[config.mk]
export PLATFORM = sky130hd
export DESIGN_NAME = circle_octant_rasterizer
export DESIGN_NICKNAME = d
export VERILOG_FILES = /design/src/design/cor_pkg.sv /design/src/design/cor_front.sv /design/src/design/cor_queue.sv /design/src/design/cor_back.sv /design/src/design/circle_octant_rasterizer.sv
export SDC_FILE = /design/constraint.sdc
export NUM_CORES = 1
export LEC_CHECK = 0
export BUFFER_PORTS_ARGS = -buffer_cell sky130_fd_sc_hd__buf_2
export CAP_MARGIN = 20
export CELL_PAD_IN_SITES_DETAIL_PLACEMENT = 0
export CELL_PAD_IN_SITES_GLOBAL_PLACEMENT = 1
export CORE_ASPECT_RATIO = 0.75
export CORE_MARGIN = 3
export CORE_UTILIZATION = 54
export DETAILED_ROUTE_END_ITERATION = 7
export PLACE_DENSITY = 0.85
export SKIP_LAST_GASP = 1
export SLEW_MARGIN = 20
export SYNTH_ARGS = -nofsm -noshare
export SYNTH_HDL_FRONTEND = slang
export SYNTH_HIERARCHICAL = 1
export SYNTH_SLANG_ARGS = --single-unit
[constraint.sdc]
create_clock -name clk -period 12.2 [get_ports clk]
set_input_delay 3.05 -clock clk [delete_from_list [all_inputs] [get_ports clk]]
set_output_delay 3.05 -clock clk [all_outputs]
set_load 0.01 [all_outputs]
[src/design/cor_pkg.sv]
// Shared constants and point-order helpers for the circle octant rasterizer.
package cor_pkg;

  localparam logic OP_START = 1'b0;
  localparam logic OP_STEP  = 1'b1;

  localparam int DEC_EXTRA  = 6;
  localparam int OUT_EXTRA  = 2;

  localparam int POINTS_PER_STEP = 8;
  localparam int POINT_IDX_W     = $clog2(POINTS_PER_STEP);
  localparam logic [POINT_IDX_W-1:0] LAST_POINT = POINT_IDX_W'(POINTS_PER_STEP - 1);

  localparam int QUEUE_DEPTH = 2;
  localparam int QPTR_W      = $clog2(QUEUE_DEPTH);

  // Point order: bit 0 negates the first offset, bit 1 the second, bit 2 swaps x and y.
  function automatic logic point_neg_x(input logic [POINT_IDX_W-1:0] k);
    point_neg_x = k[0];
  endfunction

  function automatic logic point_neg_y(input logic [POINT_IDX_W-1:0] k);
    point_neg_y = k[1];
  endfunction

  function automatic logic point_swap(input logic [POINT_IDX_W-1:0] k);
    point_swap = k[2];
  endfunction

endpackage

[src/design/cor_front.sv]
// Front end: accepts start and step transactions and runs the midpoint recurrence.
module cor_front #(
  parameter int COORD_BITS = 10
) (
  input  logic                      clk,
  input  logic                      rst_n,
  input  logic                      accept,
  input  logic                      opcode,
  input  logic [COORD_BITS-1:0]     center_x,
  input  logic [COORD_BITS-1:0]     center_y,
  input  logic [COORD_BITS-1:0]     radius,
  output logic                      desc_push,
  output logic [4*COORD_BITS:0]     desc_data
);

  localparam int DW = COORD_BITS + cor_pkg::DEC_EXTRA;

  logic [COORD_BITS-1:0] x_r, x_nxt;
  logic [COORD_BITS-1:0] y_r, y_nxt;
  logic [COORD_BITS-1:0] cx_r, cx_nxt;
  logic [COORD_BITS-1:0] cy_r, cy_nxt;
  logic signed [DW-1:0]  d_r, d_nxt;
  logic                  active_r, active_nxt;

  logic [DW-1:0] nx_d;
  logic [DW-1:0] ny_d;
  logic [DW-1:0] nd_d;
  logic          d_pos;
  logic          done;
  logic          is_step;

  assign is_step = (opcode == cor_pkg::OP_STEP);
  assign d_pos   = (d_r > 0);
  assign nx_d    = DW'(x_r) + DW'(1);
  assign ny_d    = d_pos ? (DW'(y_r) - DW'(1)) : DW'(y_r);
  assign nd_d    = d_pos ? (DW'(d_r) + ((nx_d - ny_d) << 2) + DW'(10))
                         : (DW'(d_r) + (nx_d << 2) + DW'(6));
  assign done    = ($signed(ny_d) < $signed(nx_d));

  assign desc_push = accept && is_step && active_r;
  assign desc_data = {done, cx_r, cy_r, x_r, y_r};

  always_comb begin
    x_nxt      = x_r;
    y_nxt      = y_r;
    cx_nxt     = cx_r;
    cy_nxt     = cy_r;
    d_nxt      = d_r;
    active_nxt = active_r;
    if (accept && !is_step) begin
      cx_nxt     = center_x;
      cy_nxt     = center_y;
      x_nxt      = '0;
      y_nxt      = radius;
      d_nxt      = $signed(DW'(3) - (DW'(radius) << 1));
      active_nxt = 1'b1;
    end else if (desc_push) begin
      x_nxt = nx_d[COORD_BITS-1:0];
      y_nxt = ny_d[COORD_BITS-1:0];
      d_nxt = $signed(nd_d);
      if (done) begin
        active_nxt = 1'b0;
      end
    end
  end

  always_ff @(posedge clk) begin
    if (!rst_n) begin
      active_r <= 1'b0;
    end else begin
      active_r <= active_nxt;
    end
  end

  always_ff @(posedge clk) begin
    x_r  <= x_nxt;
    y_r  <= y_nxt;
    cx_r <= cx_nxt;
    cy_r <= cy_nxt;
    d_r  <= d_nxt;
  end

endmodule

[src/design/cor_queue.sv]
// Short step queue between the front end and the point generator.
module cor_queue #(
  parameter int WIDTH = 41
) (
  input  logic             clk,
  input  logic             rst_n,
  input  logic             push,
  input  logic [WIDTH-1:0] push_data,
  input  logic             pop,
  output logic [WIDTH-1:0] head_data,
  output logic             full,
  output logic             empty
);

  logic [WIDTH-1:0]              entries_r [cor_pkg::QUEUE_DEPTH];
  logic [cor_pkg::QPTR_W-1:0]    wr_ptr_r, wr_ptr_nxt;
  logic [cor_pkg::QPTR_W-1:0]    rd_ptr_r, rd_ptr_nxt;
  logic [cor_pkg::QPTR_W:0]      count_r, count_nxt;

  assign full      = (count_r == (cor_pkg::QPTR_W+1)'(cor_pkg::QUEUE_DEPTH));
  assign empty     = (count_r == '0);
  assign head_data = entries_r[rd_ptr_r];

  always_comb begin
    wr_ptr_nxt = push ? wr_ptr_r + 1'b1 : wr_ptr_r;
    rd_ptr_nxt = pop ? rd_ptr_r + 1'b1 : rd_ptr_r;
    count_nxt  = count_r + (cor_pkg::QPTR_W+1)'(push) - (cor_pkg::QPTR_W+1)'(pop);
  end

  always_ff @(posedge clk) begin
    if (!rst_n) begin
      wr_ptr_r <= '0;
      rd_ptr_r <= '0;
      count_r  <= '0;
    end else begin
      wr_ptr_r <= wr_ptr_nxt;
      rd_ptr_r <= rd_ptr_nxt;
      count_r  <= count_nxt;
    end
  end

  always_ff @(posedge clk) begin
    if (push) begin
      entries_r[wr_ptr_r] <= push_data;
    end
  end

endmodule

[src/design/cor_back.sv]
// Back end: expands each queued step into its eight mirrored points.
module cor_back #(
  parameter int COORD_BITS = 10
) (
  input  logic                               clk,
  input  logic                               rst_n,
  input  logic [4*COORD_BITS:0]              desc_data,
  input  logic                               desc_empty,
  output logic                               desc_pop,
  input  logic                               out_pop,
  output logic                               out_empty,
  output logic signed [COORD_BITS+1:0]       out_point_x,
  output logic signed [COORD_BITS+1:0]       out_point_y,
  output logic                               out_last_of_step,
  output logic                               out_arc_finished
);

  localparam int OW = COORD_BITS + cor_pkg::OUT_EXTRA;

  logic [cor_pkg::POINT_IDX_W-1:0] k_r, k_nxt;
  logic                            out_valid_r, out_valid_nxt;
  logic [OW-1:0]                   px_r, px_nxt;
  logic [OW-1:0]                   py_r, py_nxt;
  logic                            last_r, last_nxt;
  logic                            fin_r, fin_nxt;

  logic                  done;
  logic [COORD_BITS-1:0] cx, cy, x, y, ox, oy;
  logic                  advance;
  logic                  is_last;

  assign {done, cx, cy, x, y} = desc_data;

  assign advance  = !desc_empty && (!out_valid_r || out_pop);
  assign is_last  = (k_r == cor_pkg::LAST_POINT);
  assign desc_pop = advance && is_last;

  assign ox = cor_pkg::point_swap(k_r) ? y : x;
  assign oy = cor_pkg::point_swap(k_r) ? x : y;

  always_comb begin
    px_nxt        = px_r;
    py_nxt        = py_r;
    last_nxt      = last_r;
    fin_nxt       = fin_r;
    k_nxt         = k_r;
    out_valid_nxt = out_valid_r;
    if (advance) begin
      px_nxt        = cor_pkg::point_neg_x(k_r) ? (OW'(cx) - OW'(ox)) : (OW'(cx) + OW'(ox));
      py_nxt        = cor_pkg::point_neg_y(k_r) ? (OW'(cy) - OW'(oy)) : (OW'(cy) + OW'(oy));
      last_nxt      = is_last;
      fin_nxt       = is_last && done;
      k_nxt         = k_r + 1'b1;
      out_valid_nxt = 1'b1;
    end else if (out_pop) begin
      out_valid_nxt = 1'b0;
    end
  end

  always_ff @(posedge clk) begin
    if (!rst_n) begin
      k_r         <= '0;
      out_valid_r <= 1'b0;
    end else begin
      k_r         <= k_nxt;
      out_valid_r <= out_valid_nxt;
    end
  end

  always_ff @(posedge clk) begin
    px_r   <= px_nxt;
    py_r   <= py_nxt;
    last_r <= last_nxt;
    fin_r  <= fin_nxt;
  end

  assign out_empty        = !out_valid_r;
  assign out_point_x      = $signed(px_r);
  assign out_point_y      = $signed(py_r);
  assign out_last_of_step = last_r;
  assign out_arc_finished = fin_r;

endmodule

[src/design/circle_octant_rasterizer.sv]
// Midpoint circle rasterizer top level: front end, step queue and point generator.
//
// Input channel (push/full): a transaction carries an opcode and, for a start,
// the center and radius. A start loads a new circle and yields no
// points; it drops any circle still in progress. A step yields the eight
// mirrored points of the current octant position and then advances it; a step
// with no circle in progress yields nothing.
// Result channel (empty/pop): one point per transaction, oldest first. The
// eighth point of a step has last_of_step set, and arc_finished as well on the
// final step of the circle.
// The first point of a step is registered in the point generator after the step
// has passed through the step queue. Throughput: one point per cycle while the
// receiver pops, set by the single point generator. A two-entry step queue lets
// the front end take new transactions while the generator works.
// Reset empties the queue and the result register and leaves no circle active.
// When the receiver stalls, the result holds, the queue fills and full rises.
module circle_octant_rasterizer #(
  parameter int COORD_BITS = 10
) (
  input  logic                         clk,
  input  logic                         rst_n,
  input  logic                         push,
  output logic                         full,
  input  logic                         in_opcode,
  input  logic [COORD_BITS-1:0]        in_center_x,
  input  logic [COORD_BITS-1:0]        in_center_y,
  input  logic [COORD_BITS-1:0]        in_radius,
  output logic                         empty,
  input  logic                         pop,
  output logic signed [COORD_BITS+1:0] out_point_x,
  output logic signed [COORD_BITS+1:0] out_point_y,
  output logic                         out_last_of_step,
  output logic                         out_arc_finished
);

  localparam int DESC_W = 4 * COORD_BITS + 1;

  logic              accept;
  logic              q_push;
  logic              q_pop;
  logic              q_full;
  logic              q_empty;
  logic [DESC_W-1:0] q_in_data;
  logic [DESC_W-1:0] q_head_data;

  assign full   = q_full;
  assign accept = push && !q_full;

  cor_front #(
    .COORD_BITS(COORD_BITS)
  ) u_front (
    .clk       (clk),
    .rst_n     (rst_n),
    .accept    (accept),
    .opcode    (in_opcode),
    .center_x  (in_center_x),
    .center_y  (in_center_y),
    .radius    (in_radius),
    .desc_push (q_push),
    .desc_data (q_in_data)
  );

  cor_queue #(
    .WIDTH(DESC_W)
  ) u_queue (
    .clk       (clk),
    .rst_n     (rst_n),
    .push      (q_push),
    .push_data (q_in_data),
    .pop       (q_pop),
    .head_data (q_head_data),
    .full      (q_full),
    .empty     (q_empty)
  );

  cor_back #(
    .COORD_BITS(COORD_BITS)
  ) u_back (
    .clk              (clk),
    .rst_n            (rst_n),
    .desc_data        (q_head_data),
    .desc_empty       (q_empty),
    .desc_pop         (q_pop),
    .out_pop          (pop),
    .out_empty        (empty),
    .out_point_x      (out_point_x),
    .out_point_y      (out_point_y),
    .out_last_of_step (out_last_of_step),
    .out_arc_finished (out_arc_finished)
  );

  a_push_not_full: assert property (@(posedge clk) disable iff (!rst_n)
    q_push |-> !q_full)
    else $error("step queue written while full");

  a_push_lands: assert property (@(posedge clk) disable iff (!rst_n)
    q_push |=> !q_empty)
    else $error("queued step lost");

  a_fin_is_last: assert property (@(posedge clk) disable iff (!rst_n)
    (!empty && out_arc_finished) |-> out_last_of_step)
    else $error("arc end flagged on a point that is not the last of its step");

endmodule
======== Yosys cells after proc, flatten, opt, wreduce, memory -nomap -nowiden ========
Memories as Yosys holds them, arrays and structs flattened. A register that Yosys moved wholly into a read port is not among the register bits.
Index checks and enable logic that the tools add are counted.
operators by class
  $lt $le $gt $ge ......................... 2
  reductions and logical operators ........ 17
  $add $sub $neg .......................... 17
  mux-type cells .......................... 19
  eq/ne operators ......................... 2
operators with widths
  operator                                                               number
  16-bit two-way mux                                                     4
  10-bit two-way mux                                                     4
  12-bit two-way mux                                                     2
  10-bit by 10-bit adder with 11-bit output                              2
  10-bit by 10-bit subtractor with 11-bit output                         2
  16-bit by 13-bit adder with 16-bit output                              1
  16-bit adder                                                           1
  16-bit by 3-bit adder with 16-bit output, second input constant        1
  16-bit by 4-bit adder with 16-bit output, second input constant        1
  16-bit by 1-bit > comparator with 1-bit output, second input constant  1
  16-bit by 12-bit less-than comparator with 1-bit output                1
  14-bit subtractor                                                      1
  2-bit by 11-bit subtractor with 12-bit output, first input constant    1
  10-bit by 1-bit adder with 11-bit output, second input constant        1
  10-bit by 1-bit subtractor with 11-bit output, second input constant   1
  1-bit two-way mux                                                      9
  1-bit logical AND                                                      7
  2-bit nonzero test                                                     3
  1-bit zero test                                                        4
  3-bit by 1-bit adder with 3-bit output, second input constant          1
  3-bit == test, second input constant                                   1
  1-bit adder, second input constant                                     2
  2-bit by 1-bit adder with 2-bit output                                 1
  2-bit == test, second input constant                                   1
  other kinds (4)                                                        4
word-level totals
  memories kept ........................... 1
  flip-flop bits (word level) ............. 91
  bits in writable memories ............... 82
memory list
  name               depth  bits a word  rd ports  clocked after Yosys merged registers in  write ports  line             text
  u_queue.entries_r  2      41           1         1                                        1            cor_queue.sv:15  logic [WIDTH-1:0] entries_r [cor_pkg::QUEUE_DEPTH];

======== Logic depth before layout (Yosys ltp) ========
Gate-level depths: netlist of the first run.
  depth in word-level cells ............... 8
  gate-level depth with buffers ........... 24
  depth with buffers taken out ............ 23

======== Cells and area by module ========
Netlist of the first run, hierarchy kept.
by module, submodules not included
  module                    instances  area an instance (µm²)  cells each
  cor_front                 1          4658.2                  483
  cor_queue                 1          3390.8                  149
  cor_back                  1          2909.0                  300
  circle_octant_rasterizer  1          13.8                    1

======== Worst setup path before layout of the first run ========
No wires, ideal clock.
  kind .................................... in2reg
  start point ............................. input push
  end point ............................... memory u_queue.entries_r[0][0] (enable)
  data arrival time ....................... 5.292 ns
  library setup time ...................... 0.445 ns
  data required time ...................... 11.755 ns
  path slack .............................. 6.462 ns
  cell stages on the path ................. 4
  cell sequence ........................... nor2b_4 nand3_1 inv_1 nor2b_1
between the ends
  word-level cells in the longest chain between the ends .. 5
ends and longest elaborated chain
  element                                  line                            text
  start: declaration                       circle_octant_rasterizer.sv:22  input logic push,
  1-bit logical AND                        circle_octant_rasterizer.sv:47  assign accept = push && !q_full;
  1-bit logical AND (2 in series)          cor_front.sv:40                 assign desc_push = accept && is_step && active_r;
  named net q_push                         circle_octant_rasterizer.sv:39  logic q_push;
  1-bit two-way mux                        cor_queue.sv:43                 if (push) begin
  1-bit two-way mux (not written as such)  cor_queue.sv:44                 entries_r[wr_ptr_r] <= push_data;
  end: declaration                         cor_queue.sv:15
The timed path passes the listed nets, and every way through them passes these cells.

======== Final worst setup path of the first run ========
  start point ............................. register u_front.d_r[15]
  end point ............................... register u_front.d_r[15], data pin
between the ends
  word-level cells in the longest chain between the ends .. 8
ends and longest elaborated chain
  element                                         line             text
  start: declaration                              cor_front.sv:22  logic signed [DW-1:0] d_r, d_nxt;
  start signal: assignment                        cor_front.sv:80  d_r <= d_nxt;
  16-bit by 1-bit > comparator with 1-bit output  cor_front.sv:33  assign d_pos = (d_r > 0);
  16-bit two-way mux                              cor_front.sv:35  assign ny_d = d_pos ? (DW'(y_r) - DW'(1)) : DW'(y_r);
  14-bit subtractor                               cor_front.sv:36  assign nd_d = d_pos ? (DW'(d_r) + ((nx_d - ny_d) << 2) + DW'(10))
  16-bit adder                                    cor_front.sv:36
  16-bit by 4-bit adder with 16-bit output        cor_front.sv:36
  16-bit two-way mux (*)                          cor_front.sv:36
  16-bit two-way mux (*)                          cor_front.sv:57  end else if (desc_push) begin
  16-bit two-way mux (*)                          cor_front.sv:50  if (accept && !is_step) begin
  named net u_front.d_nxt[15]                     cor_front.sv:22
Mark *: on every way through the listed nets, which the timed path passes. The rest lies on a longest branch. The select of a mux whose other input is x is not followed.
A chain may end at the register's enable or synchronous reset.

==> qor.yml, run 1 <==
critical_path:
  cp.arrival_ps: 5520
  worstSetupStartpointType: "register"
  crit_top_cell: "ha_1"
  cp.required_ps: 12390
  critical_path.endpoint_type: "register"
  crit_path_top_delay_cell: "xor2_1"
  crit_type: "register to register"
  worstPathCellList: "buf_4, nor4_2, xor2_1, ha_1, inv_1, o32a_1, o21ai_2, a311oi_2, o22ai_1, a22oi_2, xnor2_1, ha_1, ha_1, nand3_1, nand2_1, a41o_1, o21ai_0, nand2b_1, a21oi_1, o21ai_1, xnor2_1, a221o_1"
  cp_max_fo: 27
  crit_path_max_incr_delay_ps: 450
routing:
  vias: 6959
  wl_met2_mm: 9.34
  ant_nets: 0
  drt_iter0_markers: 532
  route.layer.met1.wl_mm: 10.9
  routed_wl_mm: 21.3
  dr.pass1.iters: 5
  routed-wl-met3_um: 970
  via_per_inst: 5.52
  wl_per_cell_um: 16.9
  top_layer_used: "met4"
  route.detailed.drc: 0
cts:
  clk_transition_reported_paths_ps: 70
  cts_tree: "built"
  clk_latency_ps: 430
  cts.path.max_buffers: 2
  cts_buffers: 17
  post_cts_resize_count: 0
  root_buffer: "clkbuf_16"
  htreeDepth: 4
  postCtsHoldBufs: 0
  postCtsSetupBuffers: 0
  cts_sinks: 173
synthesis:
  async_flop_share_pct: 0
  synth_seq_cells: 173
  syn_avg_cell_area_um2: 11.8
  ys_warn_count: 6
  syn_inst: 933
  synth.distinct_cells: 85
  syn_nets: 1091
  synth-edff-count: 153
  syn-cell-area_um2: 11000
  ys_seq_area_share_pct: 45.5
  dominantRegCellSynth: "edfxtp_1"
timing:
  final_max_slew_viol_count: 0
  finalHoldViolCount: 0
  fin_skew_ps: 11.7
  min_period_ps: 5340
  timing.slew.headroom_pct: 30.1
  final.setup.tns_ps: 0
  max_freq_ghz: 0.187
  layout_worst_path_cycle_share_pct: 43.7
  setup-violations-final: 0
  holdWs_ps: 448
  rsz0062_at_grt: "false"
  worst_pin_slew_ps: 1050
status:
  status: "finished clean"
grt:
  grt_max_degree: 44
  gr-usage-all-layers_pct: 20.0
  overflow: 0
  grt_pass1_wl_mm: 34.6
  antenna_found_initial: 0
  grt_pass1_vias: 6767
hold_path:
  hp-class: "register to register"
placement:
  dp_hpwl_mm: 15.6
  routabilityCongestion: 0.838
  place_area_um2: 11500
  port_buffers: 62
floorplanning:
  die-width_um: 171
  rows: 44
  num_io_pins: 63
  coreArea_um2: 19700
  start_util_pct: 55.8
  fp.dieH_um: 129
  design.die.area_um2: 22100
power:
  peakVddDrop_mv: 0.0847
  p_int_uw: 1090
  power_switching_uw: 427
  power.leakage_uw: 0.00494
  powerDensity_nw_per_um2: 125
  comb_power_share_pct: 18.0
  p_sw_share_pct: 28.2
  clkPwrFrac_pct: 37.0
  p_seq_share_pct: 45.0
layout:
  drive_gt1_share_pct: 17.6
  diodes: 0
  area_growth_pct: 10.4
  postLayoutCellArea_um2: 12100
  final_common_cell: "edfxtp_1"
  post-route-util_pct: 61.6
  nNetsFinal: 1153
  final_cell_mix: "edfxtp_1, ha_1, inv_1"
run:
  maxCapViolCount: 0
==> cell families (layout without fill, tap and decap cells) <==
kind of cell               after synthesis  in the layout  share of synthesized area, %
and+or+nand+nor                        184            184                          8.79
adders and majority gates              123            123                          14.4
DFF                                    173            173                          45.5
buffers and inverters                  112            187                          4.65
muxes                                   72             72                          8.46
xor gates and xnor gates                77             77                          6.41
AOI/OAI and AO/OA                      192            192                          11.7
==> cell usage after synthesis, drive strengths merged (6+ instances only) <==
cell type	number	area share, %
a211oi	10	0.84
a21o	11	0.75
a21oi	58	2.7
a31oi	7	0.40
and2	8	0.46
buf	12	1.2
clkbuf	14	0.48
dfxtp	20	3.6
edfxtp	153	42
fa	6	1.1
ha	117	13
inv	84	2.9
mux2	46	6.1
mux2i	26	2.4
nand2	45	1.6
nand2b	9	0.51
nand3	12	0.55
nand4	8	0.46
nor2	53	1.8
nor2b	16	0.98
nor3	9	0.46
o211ai	6	0.41
o21a	8	0.55
o21ai	41	2.0
o21bai	7	0.48
xnor2	51	4.1
xor2	25	2.1
==> worst max-delay path: cells and delay by family, from the launching register on <==
family | cells | cell delay (ps)
AND/OR/NAND/NOR | 4 | 610
flip-flops | 1 | 360
adder cells (fa/ha/maj) | 3 | 960
AO/OA/AOI/OAI | 10 | 2060
XOR/XNOR | 3 | 740
buffers and inverters | 2 | 340
==> metrics by stage <==
stage               setup slack (ps)  instances  power (uW)
floorplan                       6460        933         904
global route                    6530       1261        1590
detailed placement              6370       1228         965
global placement                6470       1228         960
finish                          6860       1261        1520
CTS                             6810       1260        1520
==> power by group through the flow <==
stage / Clock, uW / Combinational [uW] / Sequential [uW]
after floorplan: 0 / 213 / 691
after global placement: 0 / 266 / 694
after detailed placement: 0 / 271 / 695
after CTS: 567 / 273 / 682
after global routing: 593 / 312 / 684
final: 560 / 273 / 681
==> routing by layer <==
layer	up-vias	track usage [%]
li1	3507	-
met1	3290	29.9
met2	151	30.2
met3	11	4.18
met4	0	4.29
met5	-	0
==> registers in the layout (all words and copies together), names as in the netlist, 2 cells and up, named ones only <==
register	cells
u_queue/count_r	2
u_back/out_point_y	12
u_front/y_r	10
u_front/x_r	10
u_queue/entries_r	82
u_front/d_r	15
u_front/cx_r	10
u_front/cy_r	10
u_back/out_point_x	12
u_back/k_r	3
==> path summary, 6_finish.rpt <==
check	slack [ps]	cells after the start	startpoint	end
max	6860	22	u_front/d_r[15]$_DFFE_PP_	u_front/d_r[15]$_DFFE_PP_
min	450	0	u_front/cy_r[5]$_DFFE_PP_	u_queue/entries_r[1][25]$_DFFE_PP_
max reg2reg	6860	22	u_front/d_r[15]$_DFFE_PP_	u_front/d_r[15]$_DFFE_PP_
min reg2reg	450	0	u_front/cy_r[5]$_DFFE_PP_	u_queue/entries_r[1][25]$_DFFE_PP_
==> final cells by class <==
type | count | area, um^2
multi-input combinational | 648 | 5480
fill | 1545 | 7540
clock inverter | 15 | 188
tap | 253 | 317
timing repair buffer | 69 | 383
sequential | 173 | 5000
inverter | 86 | 323
clock buffer | 17 | 425
No activity file was read; power rests on OpenSTA's default activity.
==> run 2: changes to the inputs <==
--- a/config.mk
+++ b/config.mk
@@ -11,9 +11,9 @@
 export CELL_PAD_IN_SITES_GLOBAL_PLACEMENT = 1
 export CORE_ASPECT_RATIO = 0.75
 export CORE_MARGIN = 3
-export CORE_UTILIZATION = 54
+export CORE_UTILIZATION = 46
 export DETAILED_ROUTE_END_ITERATION = 7
-export PLACE_DENSITY = 0.85
+export PLACE_DENSITY = 0.77
 export SKIP_LAST_GASP = 1
 export SLEW_MARGIN = 20
 export SYNTH_ARGS = -nofsm -noshare
==> constraint.sdc (replaced) <==
create_clock -name clk -period 4.5 [get_ports clk]
set_input_delay 1.125 -clock clk [delete_from_list [all_inputs] [get_ports clk]]
set_output_delay 1.125 -clock clk [all_outputs]
set_load 0.01 [all_outputs]
==> qor.yml, run 2 (synthesis results as in run 1) <==
status:
  status: "finished clean"
placement:
  dp_hpwl_mm: 17.2  # +10%
  routabilityCongestion: 0.885  # +5.6%
  port_buffers: 62  # unchanged
routing:
  drt_iter0_markers: 405  # -24%
  via_per_inst: 5.30  # -4.0%
  vias: 7302  # +4.9%
  ant_nets: 0  # unchanged
  route.detailed.drc: 0  # unchanged
  dr.pass1.iters: 5  # unchanged
  routed_wl_mm: 22.8  # +6.8%
  wl_per_cell_um: 16.5  # -2.3%
layout:
  area_growth_pct: 17.0
  largestRegisters: "u_queue/entries_r x82, u_front/d_r x15"
  largest_reg_flops: 82  # unchanged
  top_register: "u_queue/entries_r"
  final_cell_mix: "edfxtp_1, ha_1, inv_1"
  drive_gt1_share_pct: 25.4  # +7.9 points
  final_common_cell: "edfxtp_1"
  diodes: 0  # unchanged
  nNetsFinal: 1223  # +6.1%
  post-route-util_pct: 55.2  # -6.4 points
cts:
  cts_tree: "built"
  clk_transition_reported_paths_ps: 70  # about the same
  htreeDepth: 4  # unchanged
  clk_latency_ps: 430  # about the same
  postCtsHoldBufs: 0  # unchanged
  cts.path.max_buffers: 2  # unchanged
  root_buffer: "clkbuf_16"
  cts_sinks: 173  # unchanged
  cts_buffers: 17  # unchanged
grt:
  grt_pass1_vias: 7172  # +6.0%
  antenna_found_initial: 0  # unchanged
  overflow: 0  # unchanged
  gr-usage-all-layers_pct: 18.2  # -1.8 points
  grt_max_degree: 39  # -11%
  grt_pass1_wl_mm: 36.9  # +6.8%
power:
  peakVddDrop_mv: 0.328  # +290%
  power.leakage_uw: 0.00528  # +7.0%
  powerDensity_nw_per_um2: 325  # +160%
  finalPower_uw: 4180  # +180%
timing:
  final_max_slew_viol_count: 0  # unchanged
  min_period_ps: 4450  # -887 ps
  finalHoldViolCount: 0  # unchanged
  fin_skew_ps: 8.78  # -2.95 ps
  timing.slew.headroom_pct: 46.7  # +17 points
  worst_pin_slew_ps: 777  # -272 ps
  max_freq_ghz: 0.225  # +20%
  rsz0062_at_grt: "true"
  final.setup.tns_ps: 0  # unchanged
  setup-violations-final: 0  # unchanged
  layout_worst_path_cycle_share_pct: 98.9  # +55 points
critical_path:
  crit_type: "register to register"
  cp.arrival_ps: 4640  # -880 ps
  cp_max_fo: 4  # -85%
  cp.required_ps: 4690  # -7700 ps
  critical_path.endpoint_type: "register"
  worstSetupStartpointType: "register"
floorplanning:
  start_util_pct: 47.2  # -8.6 points
  rows: 48  # +9.1%
  num_io_pins: 63  # unchanged
  design.die.area_um2: 25800  # +17%
  fp.dieH_um: 140  # +8.0%
  die-width_um: 184  # +8.1%
  coreArea_um2: 23200  # +18%
hold_path:
  hp-class: "register to register"
run:
  maxCapViolCount: 0  # unchanged
-- run 2: changes by cell type in the layout (fill, tap and decap cells not counted), moves of 4 or more --
cell        previous run  this run
buf_4                  6        74
inv_8                  8         0
a21oi_1               57        52
ha_1                 117       112
a21oi_2                1         5
clkinvlp_4             0         4
ha_4                   0         4
-- run 2: critical path, stage by stage (launching register included) --
cell,delay [ps]
edfxtp_1,430
buf_6,160
buf_4,130
nor3_2,250
a21boi_2,120
nor2_2,140
inv_1,70
ha_1,280
nor3b_1,150
a311oi_2,270
o22ai_2,130
a22oi_2,170
xnor2_1,150
ha_1,280
ha_4,260
nand2_1,60
nand2_1,50
a41o_1,230
o21ai_2,140
nand2b_1,80
a21oi_2,170
o21ai_2,70
xnor2_1,130
a221o_1,290
-- run 2: metrics by stage --
step / hold WS, ps / instance area, um^2 / setup slack [ps] / instances
floorplan: 421 / 11000 / 52.4 / 933
global placement: 427 / 12000 / -2.34 / 1337
detailed placement: 434 / 12000 / -83.4 / 1337
CTS: 449 / 12700 / -4.49 / 1373
global route: 454 / 12800 / -230 / 1378
finish: 447 / 12800 / 51.2 / 1378
-- run 2: final timing paths --
| kind | startpoint | depth (start not counted) | slack, ps | to |
|---|---|---|---|---|
| worst min-delay path | u_front/cy_r[0]$_DFFE_PP_ | 0 | 450 | u_queue/entries_r[0][20]$_DFFE_PP_ |
| worst min register to register | u_front/cy_r[0]$_DFFE_PP_ | 0 | 450 | u_queue/entries_r[0][20]$_DFFE_PP_ |
| worst max register to register | u_front/y_r[0]$_DFFE_PP_ | 23 | 50 | u_front/d_r[15]$_DFFE_PP_ |
| worst max-delay path | u_front/y_r[0]$_DFFE_PP_ | 23 | 50 | u_front/d_r[15]$_DFFE_PP_ |
-- run 2: report_power, final --
group          switching, uW  internal [uW]  total (uW)
registers               32.4           1810        1840
clock network            633            761        1390
logic                    475            465         940
total                   1140           3040        4180
-- run 2: per-layer routing --
| metal | GRT usage (%) | vias up | share of wire [%] |
|---|---|---|---|
| met5 | 0 | - | 0 |
| met4 | 3.62 | 0 | 0.64 |
| met3 | 3.97 | 9 | 4.7 |
| met2 | 27.2 | 167 | 43 |
| met1 | 27.3 | 3473 | 51 |
| li1 | - | 3653 | - |
-- run 2: final cells by class --
type / instances / area, um^2
Fill cell: 1942 / 10400
Multi-Input combinational cell: 648 / 5680
Sequential cell: 173 / 5000
Timing Repair Buffer: 139 / 908
Clock buffer: 18 / 429
Tap cell: 300 / 375
Inverter: 86 / 325
Clock inverter: 14 / 118
-- run 2: timing repair --
action | 4_1_cts | 5_1_grt
setup endpoints to repair | 3 | 5
pin swaps | 15 | 15
gates resized for setup | 18 | 20
setup buffers | 4 | 5
